--- src/rtl/solenoid_burst_pulse_controller_macros.svh ---
// Assertion helpers shared by the RTL.
`ifndef SOLENOID_BURST_PULSE_CONTROLLER_MACROS_SVH
`define SOLENOID_BURST_PULSE_CONTROLLER_MACROS_SVH

// Same-cycle implication, checked only out of reset.
`define SBPC_ASSERT_IMP(label, ante, cons, msg) \
  label: assert property (@(posedge clk) disable iff (!rst_n) (ante) |-> (cons)) \
    else $error(msg);

// Next-cycle implication, checked only out of reset.
`define SBPC_ASSERT_NXT(label, ante, cons, msg) \
  label: assert property (@(posedge clk) disable iff (!rst_n) (ante) |=> (cons)) \
    else $error(msg);

`endif

--- src/rtl/sbpc_pkg.sv ---
package sbpc_pkg;

  localparam int PULSE_W  = 11;
  localparam int PERIOD_W = 15;
  localparam int BURST_W  = 8;
  localparam int CFG_DATA_W = 15;
  localparam int CFG_IDX_W  = 2;

  localparam logic [PERIOD_W-1:0] SAMPLE_TICK = 15'd300;
  localparam logic [BURST_W-1:0]  COUNT_MAX   = 8'd255;

  localparam logic [PULSE_W-1:0]  PULSE_RST  = 11'd800;
  localparam logic [PERIOD_W-1:0] PERIOD_RST = 15'd9000;
  localparam logic [BURST_W-1:0]  BURST_RST  = 8'd3;

  typedef enum logic [CFG_IDX_W-1:0] {
    REG_PULSE_TICKS   = 2'd0,
    REG_PERIOD_TICKS  = 2'd1,
    REG_BURST_LENGTH  = 2'd2,
    REG_CUTOFF_ENABLE = 2'd3
  } reg_idx_t;

  typedef struct packed {
    logic [PULSE_W-1:0]  pulse_ticks;
    logic [PERIOD_W-1:0] period_ticks;
    logic [BURST_W-1:0]  burst_length;
    logic                cutoff_enable;
  } cfg_t;

  typedef struct packed {
    logic               solenoid_on;
    logic               sample_request;
    logic               report_request;
    logic [BURST_W-1:0] shots_in_pull;
    logic               cycle_busy;
  } result_t;

endpackage

--- src/rtl/sbpc_if.sv ---
interface sbpc_in_if;
  logic valid;
  logic ready;
  logic trigger_pressed;
  logic select_single;

  modport source (output valid, output trigger_pressed, output select_single, input ready);
  modport sink   (input valid, input trigger_pressed, input select_single, output ready);
endinterface

interface sbpc_out_if;
  logic       valid;
  logic       ready;
  logic       solenoid_on;
  logic       sample_request;
  logic       report_request;
  logic [7:0] shots_in_pull;
  logic       cycle_busy;

  modport source (output valid, output solenoid_on, output sample_request,
                  output report_request, output shots_in_pull, output cycle_busy,
                  input ready);
  modport sink   (input valid, input solenoid_on, input sample_request,
                  input report_request, input shots_in_pull, input cycle_busy,
                  output ready);
endinterface

--- src/rtl/solenoid_burst_pulse_controller.sv ---
// Channel   Dir  Beat contents
// in_ch     in   trigger_pressed, select_single (one timer tick)
// out_ch    out  solenoid_on, sample_request, report_request, shots_in_pull, cycle_busy
// cfg_*     in   cfg_we, cfg_idx, cfg_wdata (write only)
//
// One beat in, one out, via input and result registers; a tick per cycle unless stalled.
// The rate is set by the single state update per tick in sbpc_tick.
// rst_n is synchronous, active low; configuration returns to 800/9000/3/0.
// A stalled output holds its register; the input register refills as soon as it drains.
`include "solenoid_burst_pulse_controller_macros.svh"

module solenoid_burst_pulse_controller (
  input  logic                            clk,
  input  logic                            rst_n,
  sbpc_in_if.sink                         in_ch,
  sbpc_out_if.source                      out_ch,
  input  logic                            cfg_we,
  input  logic [sbpc_pkg::CFG_IDX_W-1:0]  cfg_idx,
  input  logic [sbpc_pkg::CFG_DATA_W-1:0] cfg_wdata
);
  import sbpc_pkg::*;

  cfg_t    cfg;
  result_t res;

  logic    in_valid_r;
  logic    trig_r;
  logic    single_r;
  logic    out_valid_r;
  result_t out_r;

  // advance the pipe when the output register is empty or being taken
  logic adv;
  logic fire;
  logic in_take;

  assign adv     = !out_valid_r || out_ch.ready;
  assign fire    = in_valid_r && adv;
  assign in_take = in_ch.valid && in_ch.ready;

  assign in_ch.ready = !in_valid_r || adv;

  sbpc_cfg u_cfg (
    .clk       (clk),
    .rst_n     (rst_n),
    .cfg_we    (cfg_we),
    .cfg_idx   (cfg_idx),
    .cfg_wdata (cfg_wdata),
    .cfg       (cfg)
  );

  sbpc_tick u_tick (
    .clk             (clk),
    .rst_n           (rst_n),
    .fire            (fire),
    .trigger_pressed (trig_r),
    .select_single   (single_r),
    .cfg             (cfg),
    .res             (res)
  );

  // input register: hold the pin levels of the waiting tick
  always_ff @(posedge clk) begin
    if (!rst_n) begin
      in_valid_r <= 1'b0;
    end else if (in_ch.ready) begin
      in_valid_r <= in_ch.valid;
    end
  end

  always_ff @(posedge clk) begin
    if (in_take) begin
      trig_r   <= in_ch.trigger_pressed;
      single_r <= in_ch.select_single;
    end
  end

  // result register: valid moves on every advance, data loads on fire; a bubble drops the valid
  always_ff @(posedge clk) begin
    if (!rst_n) begin
      out_valid_r <= 1'b0;
    end else if (adv) begin
      out_valid_r <= in_valid_r;
    end
  end

  always_ff @(posedge clk) begin
    if (fire) begin
      out_r <= res;
    end
  end

  assign out_ch.valid          = out_valid_r;
  assign out_ch.solenoid_on    = out_r.solenoid_on;
  assign out_ch.sample_request = out_r.sample_request;
  assign out_ch.report_request = out_r.report_request;
  assign out_ch.shots_in_pull  = out_r.shots_in_pull;
  assign out_ch.cycle_busy     = out_r.cycle_busy;

  `SBPC_ASSERT_NXT(a_fire_fills_out, fire, out_valid_r, "processed tick lost")
  `SBPC_ASSERT_NXT(a_bubble_passes, adv && !in_valid_r, !out_valid_r, "result invented")
  `SBPC_ASSERT_NXT(a_take_fills_in, in_take, in_valid_r, "accepted tick dropped")

endmodule

--- src/rtl/sbpc_cfg.sv ---
module sbpc_cfg (
  input  logic                             clk,
  input  logic                             rst_n,
  input  logic                             cfg_we,
  input  logic [sbpc_pkg::CFG_IDX_W-1:0]   cfg_idx,
  input  logic [sbpc_pkg::CFG_DATA_W-1:0]  cfg_wdata,
  output sbpc_pkg::cfg_t                   cfg
);
  import sbpc_pkg::*;

  cfg_t cfg_r;
  cfg_t cfg_nxt;

  always_comb begin
    cfg_nxt = cfg_r;
    if (cfg_we) begin
      unique case (reg_idx_t'(cfg_idx))
        REG_PULSE_TICKS:   cfg_nxt.pulse_ticks   = cfg_wdata[PULSE_W-1:0];
        REG_PERIOD_TICKS:  cfg_nxt.period_ticks  = cfg_wdata[PERIOD_W-1:0];
        REG_BURST_LENGTH:  cfg_nxt.burst_length  = cfg_wdata[BURST_W-1:0];
        REG_CUTOFF_ENABLE: cfg_nxt.cutoff_enable = cfg_wdata[0];
        default:           cfg_nxt = cfg_r;
      endcase
    end
  end

  always_ff @(posedge clk) begin
    if (!rst_n) begin
      cfg_r.pulse_ticks   <= PULSE_RST;
      cfg_r.period_ticks  <= PERIOD_RST;
      cfg_r.burst_length  <= BURST_RST;
      cfg_r.cutoff_enable <= 1'b0;
    end else begin
      cfg_r <= cfg_nxt;
    end
  end

  assign cfg = cfg_r;

endmodule

--- src/rtl/sbpc_tick.sv ---
`include "solenoid_burst_pulse_controller_macros.svh"

module sbpc_tick (
  input  logic              clk,
  input  logic              rst_n,
  input  logic              fire,
  input  logic              trigger_pressed,
  input  logic              select_single,
  input  sbpc_pkg::cfg_t    cfg,
  output sbpc_pkg::result_t res
);
  import sbpc_pkg::*;

  logic [PERIOD_W-1:0] cycle_tick_r, cycle_tick_nxt;
  logic                running_r, running_nxt;
  logic                armed_r, armed_nxt;
  logic [BURST_W-1:0]  shot_count_r, shot_count_nxt;
  logic [BURST_W-1:0]  spp_r, spp_nxt;
  logic                drive_r, drive_nxt;

  logic [PERIOD_W-1:0] tick_adv;
  logic                sample_hit;
  logic                report_hit;
  logic                pulse_hit;
  logic                period_hit;

  always_comb begin
    tick_adv   = cycle_tick_r + 15'd1;
    sample_hit = running_r && (tick_adv == SAMPLE_TICK);
    report_hit = running_r && ({1'b0, tick_adv} == {4'd0, cfg.pulse_ticks, 1'b0});
    pulse_hit  = running_r && (tick_adv == {4'd0, cfg.pulse_ticks});
    period_hit = running_r && (tick_adv == cfg.period_ticks);

    cycle_tick_nxt = running_r ? tick_adv : cycle_tick_r;
    running_nxt    = running_r;
    armed_nxt      = armed_r;
    shot_count_nxt = shot_count_r;
    spp_nxt        = spp_r;
    drive_nxt      = drive_r;

    // end of pulse wins over end of period
    if (pulse_hit) begin
      drive_nxt = 1'b0;
      if (shot_count_r != COUNT_MAX) begin
        shot_count_nxt = shot_count_r + 8'd1;
      end
      if ((cfg.cutoff_enable && (shot_count_nxt >= spp_r)) || (spp_r == 8'd1)) begin
        armed_nxt = 1'b0;
      end
    end else if (period_hit) begin
      cycle_tick_nxt = '0;
      running_nxt    = 1'b0;
    end

    if (!running_nxt) begin
      spp_nxt = select_single ? 8'd1 : cfg.burst_length;
    end

    if (trigger_pressed) begin
      if (!running_nxt && armed_nxt) begin
        running_nxt    = 1'b1;
        drive_nxt      = 1'b1;
        cycle_tick_nxt = '0;
      end
    end else begin
      armed_nxt      = 1'b1;
      shot_count_nxt = '0;
    end

    res.solenoid_on    = drive_nxt;
    res.sample_request = sample_hit;
    res.report_request = report_hit;
    res.shots_in_pull  = shot_count_nxt;
    res.cycle_busy     = running_nxt;
  end

  always_ff @(posedge clk) begin
    if (!rst_n) begin
      cycle_tick_r <= '0;
      running_r    <= 1'b0;
      armed_r      <= 1'b0;
      shot_count_r <= '0;
      spp_r        <= '0;
      drive_r      <= 1'b0;
    end else if (fire) begin
      cycle_tick_r <= cycle_tick_nxt;
      running_r    <= running_nxt;
      armed_r      <= armed_nxt;
      shot_count_r <= shot_count_nxt;
      spp_r        <= spp_nxt;
      drive_r      <= drive_nxt;
    end
  end

  `SBPC_ASSERT_NXT(a_release_clears, fire && !trigger_pressed, shot_count_r == 8'd0, "count not cleared on release")
  `SBPC_ASSERT_NXT(a_count_monotonic, 1'b1, (shot_count_r >= $past(shot_count_r)) || (shot_count_r == 8'd0), "shot count fell")
  `SBPC_ASSERT_NXT(a_hold_when_idle, !fire, $stable(cycle_tick_r) && $stable(running_r), "state moved without a tick")

endmodule

--- src/flat_wrapper.sv ---
// flat-port wrapper written by rule: the top's interface ports become plain ports
module solenoid_burst_pulse_controller_flat import sbpc_pkg::*;
  (clk, rst_n, cfg_we, cfg_idx, cfg_wdata, in_ch_valid, in_ch_trigger_pressed, in_ch_select_single, in_ch_ready, out_ch_valid, out_ch_solenoid_on, out_ch_sample_request, out_ch_report_request, out_ch_shots_in_pull, out_ch_cycle_busy, out_ch_ready);
  sbpc_in_if in_ch_i ();
  sbpc_out_if out_ch_i ();
  input  logic clk;
  input  logic rst_n;
  input  logic cfg_we;
  input  logic [sbpc_pkg::CFG_IDX_W-1:0] cfg_idx;
  input  logic [sbpc_pkg::CFG_DATA_W-1:0] cfg_wdata;
  input wire logic [$bits(in_ch_i.valid)-1:0] in_ch_valid;
  input wire logic [$bits(in_ch_i.trigger_pressed)-1:0] in_ch_trigger_pressed;
  input wire logic [$bits(in_ch_i.select_single)-1:0] in_ch_select_single;
  output wire logic [$bits(in_ch_i.ready)-1:0] in_ch_ready;
  output wire logic [$bits(out_ch_i.valid)-1:0] out_ch_valid;
  output wire logic [$bits(out_ch_i.solenoid_on)-1:0] out_ch_solenoid_on;
  output wire logic [$bits(out_ch_i.sample_request)-1:0] out_ch_sample_request;
  output wire logic [$bits(out_ch_i.report_request)-1:0] out_ch_report_request;
  output wire logic [$bits(out_ch_i.shots_in_pull)-1:0] out_ch_shots_in_pull;
  output wire logic [$bits(out_ch_i.cycle_busy)-1:0] out_ch_cycle_busy;
  input wire logic [$bits(out_ch_i.ready)-1:0] out_ch_ready;
  assign in_ch_i.valid = in_ch_valid;
  assign in_ch_i.trigger_pressed = in_ch_trigger_pressed;
  assign in_ch_i.select_single = in_ch_select_single;
  assign in_ch_ready = in_ch_i.ready;
  assign out_ch_valid = out_ch_i.valid;
  assign out_ch_solenoid_on = out_ch_i.solenoid_on;
  assign out_ch_sample_request = out_ch_i.sample_request;
  assign out_ch_report_request = out_ch_i.report_request;
  assign out_ch_shots_in_pull = out_ch_i.shots_in_pull;
  assign out_ch_cycle_busy = out_ch_i.cycle_busy;
  assign out_ch_i.ready = out_ch_ready;
  solenoid_burst_pulse_controller u_core (.clk(clk), .rst_n(rst_n), .in_ch(in_ch_i), .out_ch(out_ch_i), .cfg_we(cfg_we), .cfg_idx(cfg_idx), .cfg_wdata(cfg_wdata));
endmodule
--- config.mk ---
export PLATFORM = sky130hd
export DESIGN_NAME = solenoid_burst_pulse_controller_flat
export DESIGN_NICKNAME = d
export VERILOG_FILES = /design/src/rtl/sbpc_pkg.sv /design/src/rtl/sbpc_if.sv /design/src/rtl/solenoid_burst_pulse_controller.sv /design/src/rtl/sbpc_cfg.sv /design/src/rtl/sbpc_tick.sv /design/src/flat_wrapper.sv
export VERILOG_INCLUDE_DIRS = /design/src /design/src/rtl
export SDC_FILE = /design/constraint.sdc
export NUM_CORES = 1
export LEC_CHECK = 0
export BUFFER_PORTS_ARGS = -buffer_cell sky130_fd_sc_hd__buf_2
export CAP_MARGIN = 0
export CORE_UTILIZATION = 50
export DETAILED_ROUTE_END_ITERATION = 8
export PLACE_DENSITY_LB_ADDON = 0.12
export SLEW_MARGIN = 15
export SYNTH_ARGS = -nofsm -noshare
export SYNTH_HDL_FRONTEND = slang
export SYNTH_HIERARCHICAL = 1
export SYNTH_SLANG_ARGS = --single-unit
--- constraint.sdc ---
create_clock -name clk -period 3.5 [get_ports clk]
set_clock_uncertainty 0.15 [all_clocks]
set_input_delay 0.35 -clock clk [delete_from_list [all_inputs] [get_ports clk]]
set_output_delay 0.35 -clock clk [all_outputs]
set_load 0.02 [all_outputs]
=== Word level (Yosys, flattened, before mapping) ===
Cells that the tools add are included.

* Flip-flop bits (word level): 85
* Bits of input ports: 24

* Add/sub/neg operators: 2
* $lt $le $gt $ge: 1
* Eq/ne operators: 9
* Mux-type cells: 20
* Bitwise gates (word level): 1
* Reductions and logical operators: 20

{| class="wikitable"
|+ Operator list
! cell !! count
|-
| 15-bit two-way mux || 5
|-
| 8-bit two-way mux || 5
|-
| 15-bit by 1-bit adder with 15-bit output, second input constant || 1
|-
| 15-bit by 11-bit equality test with 1-bit output || 1
|-
| 15-bit by 12-bit equality test with 1-bit output || 1
|-
| 15-bit equality test || 1
|-
| 15-bit by 9-bit equality test with 1-bit output, second input constant || 1
|-
| 1-bit two-way mux || 10
|-
| 2-bit AND reduction || 5
|-
| 8-bit by 1-bit adder with 8-bit output, second input constant || 1
|-
| 8-bit by 1-bit equality test with 1-bit output, second input constant || 1
|-
| 8-bit greater-or-equal comparator || 1
|-
| 1-bit logical AND || 8
|-
| 8-bit inequality test, second input constant || 1
|-
| 2-bit equality test, second input constant || 2
|-
| 1-bit zero test || 3
|-
| 1-bit logical OR || 3
|-
| 2-bit by 1-bit equality test with 1-bit output, second input constant || 1
|-
| 2-bit zero test || 1
|-
| 1-bit inverter || 1
|}

=== Logic depth before layout (Yosys ltp) ===
Gate-level depths: netlist (run 1).

* Word-level depth: 12
* Depth in mapped cells: 13
* Gate-level depth less buffers: 13

=== Cells and area by module ===
The synthesis (run 1) kept the hierarchy.

{| class="wikitable"
|+ Modules (own cells, without submodules)
! module !! times used !! cells an instance !! area each (um^2)
|-
| sbpc_tick || 1 || 426 || 3,389.5
|-
| sbpc_cfg || 1 || 141 || 1,398.8
|-
| solenoid_burst_pulse_controller || 1 || 23 || 524.3
|}

=== Worst setup path before layout (run 1) ===
OpenSTA, ideal clock, no wires.

* Kind: register to register
* Start: reg u_core.u_tick.shot_count_r[0]
* End: reg u_core.u_tick.armed_r
* Data arrival time: 2.776 ns
* Data required time: 3.262 ns
* Slack: 0.486 ns
* Stages on the path, launching flop included: 13
* Path through: dfxtp_1 > ha_1 > and2_1 > nand4_1 > mux2_2 > ha_1 > a21o_1 > a21oi_1 > nor2b_1 > o21ai_0 > a21oi_1 > or4_1 > a311oi_2

* Longest elaborated chain between the ends: 9
* Elaborated cells on any way between the ends: 10
* Classes of those cells: add/sub: 1; order compare: 1; eq/ne: 1; mux: 5; reduce/logical: 2

{| class="wikitable"
|+ RTL lines
! what !! line !! text
|-
| start: declaration || sbpc_tick.sv:17 || <nowiki>logic [BURST_W-1:0] shot_count_r, shot_count_nxt;</nowiki>
|-
| start signal: assignment || sbpc_tick.sv:89 || <nowiki>shot_count_r <= shot_count_nxt;</nowiki>
|-
| 8-bit by 1-bit adder with 8-bit output or 8-bit inequality test (tied branches) || sbpc_tick.sv:45, sbpc_tick.sv:44 ||
|-
| 8-bit two-way mux * || sbpc_tick.sv:44 || <nowiki>if (shot_count_r != COUNT_MAX) begin</nowiki>
|-
| 8-bit two-way mux * || sbpc_tick.sv:42 || <nowiki>if (pulse_hit) begin</nowiki>
|-
| 8-bit greater-or-equal comparator * || sbpc_tick.sv:47 || <nowiki>if ((cfg.cutoff_enable && (shot_count_nxt >= spp_r)) || (spp_r == 8'd1)) begin</nowiki>
|-
| 1-bit logical AND * || sbpc_tick.sv:47 ||
|-
| 1-bit logical OR * || sbpc_tick.sv:47 ||
|-
| 1-bit two-way mux * || sbpc_tick.sv:47 ||
|-
| 1-bit two-way mux * || sbpc_tick.sv:42 ||
|-
| 1-bit two-way mux * || sbpc_tick.sv:59 || <nowiki>if (trigger_pressed) begin</nowiki>
|-
| end signal: assignment || sbpc_tick.sv:88 || <nowiki>armed_r <= armed_nxt;</nowiki>
|-
| end: declaration || sbpc_tick.sv:16 || <nowiki>logic armed_r, armed_nxt;</nowiki>
|}

Every way passes the cells marked *; elsewhere a longest branch is shown, timed or not. The select of a mux whose other input is x is not followed.
A chain may end at the register's enable or synchronous reset.

=== Final worst setup path (run 1) ===
* Start: reg u_core.u_tick.cycle_tick_r[0]
* End: reg u_core.u_tick.cycle_tick_r[13]

* Longest elaborated chain between the ends: 9
* Elaborated cells on any way between the ends: 15
* Classes of those cells: add/sub: 1; eq/ne: 2; mux: 8; reduce/logical: 4

{| class="wikitable"
|+ RTL lines
! what !! line !! text
|-
| start: declaration || sbpc_tick.sv:14 || <nowiki>logic [PERIOD_W-1:0] cycle_tick_r, cycle_tick_nxt;</nowiki>
|-
| start signal: assignment || sbpc_tick.sv:86 || <nowiki>cycle_tick_r <= cycle_tick_nxt;</nowiki>
|-
| 15-bit by 1-bit adder with 15-bit output * || sbpc_tick.sv:28 || <nowiki>tick_adv = cycle_tick_r + 15'd1;</nowiki>
|-
| 15-bit equality test || sbpc_tick.sv:32 || <nowiki>period_hit = running_r && (tick_adv == cfg.period_ticks);</nowiki>
|-
| 1-bit logical AND || sbpc_tick.sv:32 ||
|-
| 1-bit two-way mux || sbpc_tick.sv:50 || <nowiki>end else if (period_hit) begin</nowiki>
|-
| 1-bit two-way mux || sbpc_tick.sv:42 ||
|-
| 1-bit zero test || sbpc_tick.sv:60 || <nowiki>if (!running_nxt && armed_nxt) begin</nowiki>
|-
| 1-bit logical AND || sbpc_tick.sv:60 ||
|-
| 15-bit two-way mux || sbpc_tick.sv:60 ||
|-
| 15-bit two-way mux * || sbpc_tick.sv:59 ||
|}

Every way passes the cells marked *; elsewhere a longest branch is shown, timed or not.

==> reports/results.ini, run 1 <==
[sta]
relSlewSlack = 0.380
rsz0062_at_grt = true
final-max-slew-violation-count = 0
fin_ws_ps = 200
min_period_ps = 3300
worstMarginPinSlew_ps = 930
period_share = 0.943
hold_violations = 0
setup_viol = 0
fmax_mhz = 303

[global_routing]
grt.overflow.total = 0
first_global_vias = 3983
grt_max_degree = 75
antenna_found_initial = 0
gr-usage-all-layers = 0.238
grt_pass1_wl_mm = 20.3

[synthesis]
syn_nets = 625
synthCells = 590
post_synth.cell_area_avg_um2 = 9.00
async_reset_ff_frac = 0
synth_edf_count = 14
yosysSeqAreaShare = 0.347
synth_ff_type = dfxtp_1
syn_area_mm2 = 0.00531
ys_ff_latch = 85
yosys_warnings = 6
synth_cell_types = 81

[critical_path]
worstSetupPathType = flop to flop
crit_path_start_kind = flop
end_kind = flop
cp_max_fo = 18
critPathTopFamily = simple AND/OR/NAND/NOR gates
path_cells = ha_2 > nand4_2 > or3_1 > and3_1 > nor4_1 > and4_4 > nand2b_4 > nand2_1 > o22ai_1
required_ps = 3650
cpPeakStageDelay_ps = 450
crit_slowest_cell = dfxtp_1
arrival_ps = 3450
path_buf_inv = 0

[layout]
fin_area_mm2 = 0.00579
nets = 648
drive_above_1_share = 0.157
n_antenna_cell = 0
area_growth_pct = 9.07
final_util = 0.561
instances_no_fill = 754
final_common_cell = nand2_1
final_cell_mix = nand2_1, dfxtp_1, mux2i_1

[route]
drc = 0
drtPass1Iterations = 7
antenna_left = 0
routedWlPerCell_um = 16.6
first_iter_violations = 443
viasPerCell = 5.78
wl_mm = 12.5
num_vias = 4355

[power]
power_w = 0.00195
power_density_mw_per_mm2 = 337
p_comb_frac = 0.088
p_switching_w = 0.000488
seqPwrFrac = 0.536
p_int_w = 0.00146
vdd.ir_drop.worst_mv = 0.292
leakage_nw = 2.34
clkPwrFrac = 0.376
switching_share = 0.250

[placed_design]
hpwl_mm = 8.89
dp_slack_ps = 42.3
dp.cells = 735
place_area_mm2 = 0.00555
io_buffers = 37
place.gp.congestion = 0.998

[clocking]
clk_latency_ps = 370
cts_buffer_depth = 2
cts.sinks = 85
cts_tree = done
root_buffer = clkbuf_8
clkSlewWorstSetupHoldPaths_ps = 90
htree_num_levels = 3
cts_buffers = 9

[floorplanning]
die_y_um = 105
dieArea_mm2 = 0.0110
die_w_um = 105
start_util = 0.515
core-area_mm2 = 0.0103
rows = 37
ioPinCount = 38

[worst_hold_path]
hp-class = input port to flop

[job]
drv_cap = 0

[status]
status = complete, no violations

timing repair:
item,in CTS,in global routing
gates resized for setup,0,5
hold buffers,2,0
hold endpoints to repair,2,0
setup buffers,0,1
endpoints found under the setup margin,0,33
worst register-to-register path, cell delays in order, from the launching register on:
cell	delay (ps)
dfxtp_1	450
ha_2	290
nand4_2	280
or3_1	440
and3_1	210
nor4_1	320
and4_4	390
nand2b_4	300
nand2_1	170
o22ai_1	220
final cells by class:
class / count / area [um^2]
timing repair buffer: 59 / 355
sequential: 85 / 1840
clock buffer: 13 / 159
tap: 136 / 170
inverter: 22 / 82.6
multi-input combinational: 436 / 3140
clock inverter: 3 / 43.8
fill: 942 / 4530
kinds of logic after synthesis:
group / count (synthesis) / synth area share
AOI/OAI and AO/OA: 77 / 0.0984
xor gates and xnor gates: 51 / 0.0999
adders and majority gates: 11 / 0.0259
buffers and inverters: 69 / 0.0650
DFF: 85 / 0.347
muxes: 49 / 0.0926
and+or+nand+nor: 248 / 0.272
flip-flops by register name (all words and copies together) (netlist names), 8 cells and up:
register / flops
u_core/u_tick/cycle_tick_r: 15
u_core/u_tick/spp_r: 8
u_core/out_ch.shots_in_pull: 8
u_core/u_cfg/cfg: 35
u_core/u_tick/shot_count_r: 8
routing by layer:
metal	wire length (um)	part of all wire	GRT usage
met4	276	0.022	0.104
met1	6050	0.48	0.341
met3	786	0.063	0.0393
met2	5390	0.43	0.349
met5	0	0	0
per-stage QoR:
step | hold slack, ps | TNS, ps
after floorplan | 285 | 0
after global placement | 298 | 0
after detailed placement | 311 | 0
after CTS | 49.9 | 0
after global routing | 74.6 | -0.530
final | 71.2 | 0
cells in the mapped netlist (3+ instances only):
cell type,count,share of area
nand2_1,74,0.052
dfxtp_1,71,0.27
mux2i_1,48,0.090
nor2_1,29,0.020
xnor2_1,28,0.046
nand3_1,27,0.025
inv_1,21,0.015
clkbuf_1,19,0.013
nor2b_1,17,0.020
o21ai_0,17,0.016
xor2_1,16,0.026
edfxtp_1,14,0.079
nand3b_1,13,0.018
a31oi_1,11,0.013
buf_2,11,0.010
buf_4,11,0.016
ha_1,11,0.026
nand4_1,11,0.013
nor3_1,11,0.010
a21oi_1,10,0.0094
and3_1,9,0.011
nand2b_1,8,0.0094
nand4b_1,7,0.012
and4_1,6,0.0099
and2_1,5,0.0059
nor4_1,5,0.0059
o211ai_1,5,0.0071
xnor3_1,5,0.021
buf_6,4,0.0085
o22ai_1,4,0.0047
o311ai_1,3,0.0049
path summary, 6_finish.rpt:
path | slack, ps | cells after the start | endpoint | start
hold reg to reg | 320 | 2 | u_core/u_cfg/cfg[7]$_SDFFE_PN0P_ | u_core/u_cfg/cfg[7]$_SDFFE_PN0P_
hold / removal | 70 | 3 | u_core/u_cfg/cfg[23]$_SDFFE_PN0P_ | cfg_wdata[14]
setup / recovery | 200 | 9 | u_core/u_tick/cycle_tick_r[13]$_SDFFE_PN0P_ | u_core/u_tick/cycle_tick_r[0]$_SDFFE_PN0P_
setup reg to reg | 200 | 9 | u_core/u_tick/cycle_tick_r[13]$_SDFFE_PN0P_ | u_core/u_tick/cycle_tick_r[0]$_SDFFE_PN0P_
power groups by stage:
stage / logic (W) / clock network [W] / registers (W)
4_1_cts: 0.000173 / 0.000750 / 0.00105
2_1_floorplan: 0.000121 / 0 / 0.00107
3_3_place_gp: 0.000168 / 0 / 0.00107
5_1_grt: 0.000190 / 0.000788 / 0.00105
6_report: 0.000173 / 0.000733 / 0.00105
3_5_place_dp: 0.000171 / 0 / 0.00107
Note: power is estimated with default switching activity, not from simulation.
==> run 2, diff against run 1 <==
--- a/config.mk
+++ b/config.mk
@@ -8,7 +8,7 @@
 export LEC_CHECK = 0
 export BUFFER_PORTS_ARGS = -buffer_cell sky130_fd_sc_hd__buf_2
 export CAP_MARGIN = 0
-export CORE_UTILIZATION = 50
+export CORE_UTILIZATION = 61
 export DETAILED_ROUTE_END_ITERATION = 8
 export PLACE_DENSITY_LB_ADDON = 0.12
 export SLEW_MARGIN = 15
==> constraint.sdc (replaced) <==
create_clock -name clk -period 3.5 [get_ports clk]
set_clock_uncertainty 0.15 [all_clocks]
set_input_delay 1.05 -clock clk [delete_from_list [all_inputs] [get_ports clk]]
set_output_delay 1.05 -clock clk [all_outputs]
set_load 0.02 [all_outputs]
==> run 2 against run 1 <==
  * Sequential power about the same
  * Clock-buffer cell count decreased by 3
  * Die area decreased by 18%
  * Total power increased by 1.6%
  * First-iteration DRC count decreased by 6.8%
  * Sequential share of layout area increased by 0.16 points
==> reports/results.ini, run 2 (synthesized netlist as in run 1, its figures left out) <==
[status]
status = complete, no violations

[critical_path]
required_ps = 3630  ; -20 ps
crit_path_start_kind = flop
worstSetupPathType = flop to flop
cp_max_fo = 7  ; -11
arrival_ps = 3470  ; +20 ps
end_kind = flop

[route]
viasPerCell = 6.11  ; +5.8%
drtPass1Iterations = 5  ; -2
routedWlPerCell_um = 17.1  ; +3.2%
first_iter_violations = 413  ; -6.8%
wl_mm = 12.4  ; -0.93%
num_vias = 4425  ; +1.6%
drc = 0  ; unchanged
antenna_left = 0  ; unchanged

[clocking]
clkSlewWorstSetupHoldPaths_ps = 90  ; about the same
cts.sinks = 85  ; unchanged
root_buffer = clkbuf_8
cts_buffers = 9  ; unchanged
cts_tree = done
clk_latency_ps = 370  ; about the same
htree_num_levels = 3  ; unchanged
cts_buffer_depth = 2  ; unchanged

[global_routing]
first_global_vias = 3976  ; -0.18%
antenna_found_initial = 0  ; unchanged
grt.overflow.total = 0  ; unchanged
grt_max_degree = 65  ; -13%
grt_pass1_wl_mm = 19.9  ; -2.1%
gr-usage-all-layers = 0.290  ; +0.0524

[layout]
drive_above_1_share = 0.158  ; +0.00136
area_growth_pct = 8.53
n_antenna_cell = 0  ; unchanged
largest_register_ffs = 35  ; unchanged
nets = 649  ; +0.15%
final_cell_mix = nand2_1, dfxtp_1, mux2i_1
final_common_cell = nand2_1
fill_cells = 684  ; -27%
instances_no_fill = 724  ; -4.0%

[placed_design]
hpwl_mm = 9.06  ; +1.9%
place.gp.congestion = 1.04  ; +3.9%
io_buffers = 37  ; unchanged
dp.cells = 706  ; -3.9%

[floorplanning]
die_y_um = 95.3  ; -9.3%
start_util = 0.637  ; +0.122
dieArea_mm2 = 0.00909  ; -18%
ioPinCount = 38  ; unchanged
rows = 33  ; -11%
core-area_mm2 = 0.00834  ; -19%
die_w_um = 95.3  ; -9.3%

[job]
drv_cap = 0  ; unchanged

[power]
leakage_nw = 2.35  ; +0.17%
power_density_mw_per_mm2 = 344  ; +2.1%
power_w = 0.00198  ; +1.6%
vdd.ir_drop.worst_mv = 0.300  ; +2.7%

[sta]
period_share = 0.954  ; +0.0116
rsz0062_at_grt = true
setup_viol = 0  ; unchanged
relSlewSlack = 0.401  ; +0.0218
worstMarginPinSlew_ps = 897  ; -32.6 ps
min_period_ps = 3340  ; +40.5 ps
hold_violations = 0  ; unchanged
whs_ps = 316  ; +245 ps
fmax_mhz = 299  ; -1.2%
final-max-slew-violation-count = 0  ; unchanged

[worst_hold_path]
hp-class = flop to flop

## run 2: changes by cell type in the layout (fill, tap and decap cells not counted), moves of 2 or more
cell	before	now
buf_4	20	23
clkbuf_8	11	9
clkbuf_1	2	0
inv_6	0	2
dlygate4sd3_1	2	0
## run 2: critical path, stage by stage (launching register included)
cell	delay, ps
dfxtp_2	410
ha_1	220
and2_1	240
nand4_1	300
xnor2_1	280
ha_1	260
nand2b_1	140
a21o_1	170
a21oi_1	140
nor2b_1	60
o21ai_0	140
a21oi_1	70
or4_1	430
a311oi_2	250
## run 2: layout make-up
class                           count  area [um^2]  share of cell area
Clock buffer                       10          149              0.0258
Clock inverter                      6         67.6              0.0117
Inverter                           22         82.6              0.0143
Multi-Input combinational cell    436         3130               0.544
Sequential cell                    85         1840               0.320
Tap cell                          105          131              0.0228
Timing Repair Buffer               60          358              0.0621
## run 2: timing repair
action / in CTS / in global routing
endpoints found under the hold margin: 0 / 0
resized for setup: 0 / 2
setup endpoints to repair: 0 / 9
hold buffers: 0 / 0
buffers inserted: 0 / 2
## run 2: power breakdown
group | switching [W] | total, W | internal (W)
clock network | 0.000384 | 0.000761 | 0.000377
registers | 0.0000263 | 0.00105 | 0.00102
logic | 0.000101 | 0.000176 | 0.0000750
## run 2: metal layers
metal,vias up,global-route usage,part of all wire
li1,2139,-,-
met1,2097,0.407,0.47
met2,167,0.446,0.45
met3,22,0.0670,0.073
met4,0,0.0758,0.015
met5,-,0,0
## run 2: final timing paths
check             cells after the start                                        from                                 end  slack [ps]
setup / recovery                     13  u_core/u_tick/shot_count_r[0]$_SDFFE_PN0P_  u_core/u_tick/armed_r$_SDFFE_PN0P_         160
hold / removal                        2            u_core/u_cfg/cfg[7]$_SDFFE_PN0P_    u_core/u_cfg/cfg[7]$_SDFFE_PN0P_         320
setup reg to reg                     13  u_core/u_tick/shot_count_r[0]$_SDFFE_PN0P_  u_core/u_tick/armed_r$_SDFFE_PN0P_         160
hold reg to reg                       2            u_core/u_cfg/cfg[7]$_SDFFE_PN0P_    u_core/u_cfg/cfg[7]$_SDFFE_PN0P_         320
## run 2: per-stage QoR
step                setup TNS [ps]  utilization  cell area, um^2  setup slack, ps
CTS                              0        0.689             5740             54.1
floorplan                        0            -             5310              234
detailed placement               0        0.663             5530             71.5
finish                           0        0.691             5770              160
global route                 -93.8        0.691             5770            -93.8
global placement                 0        0.663             5530              189
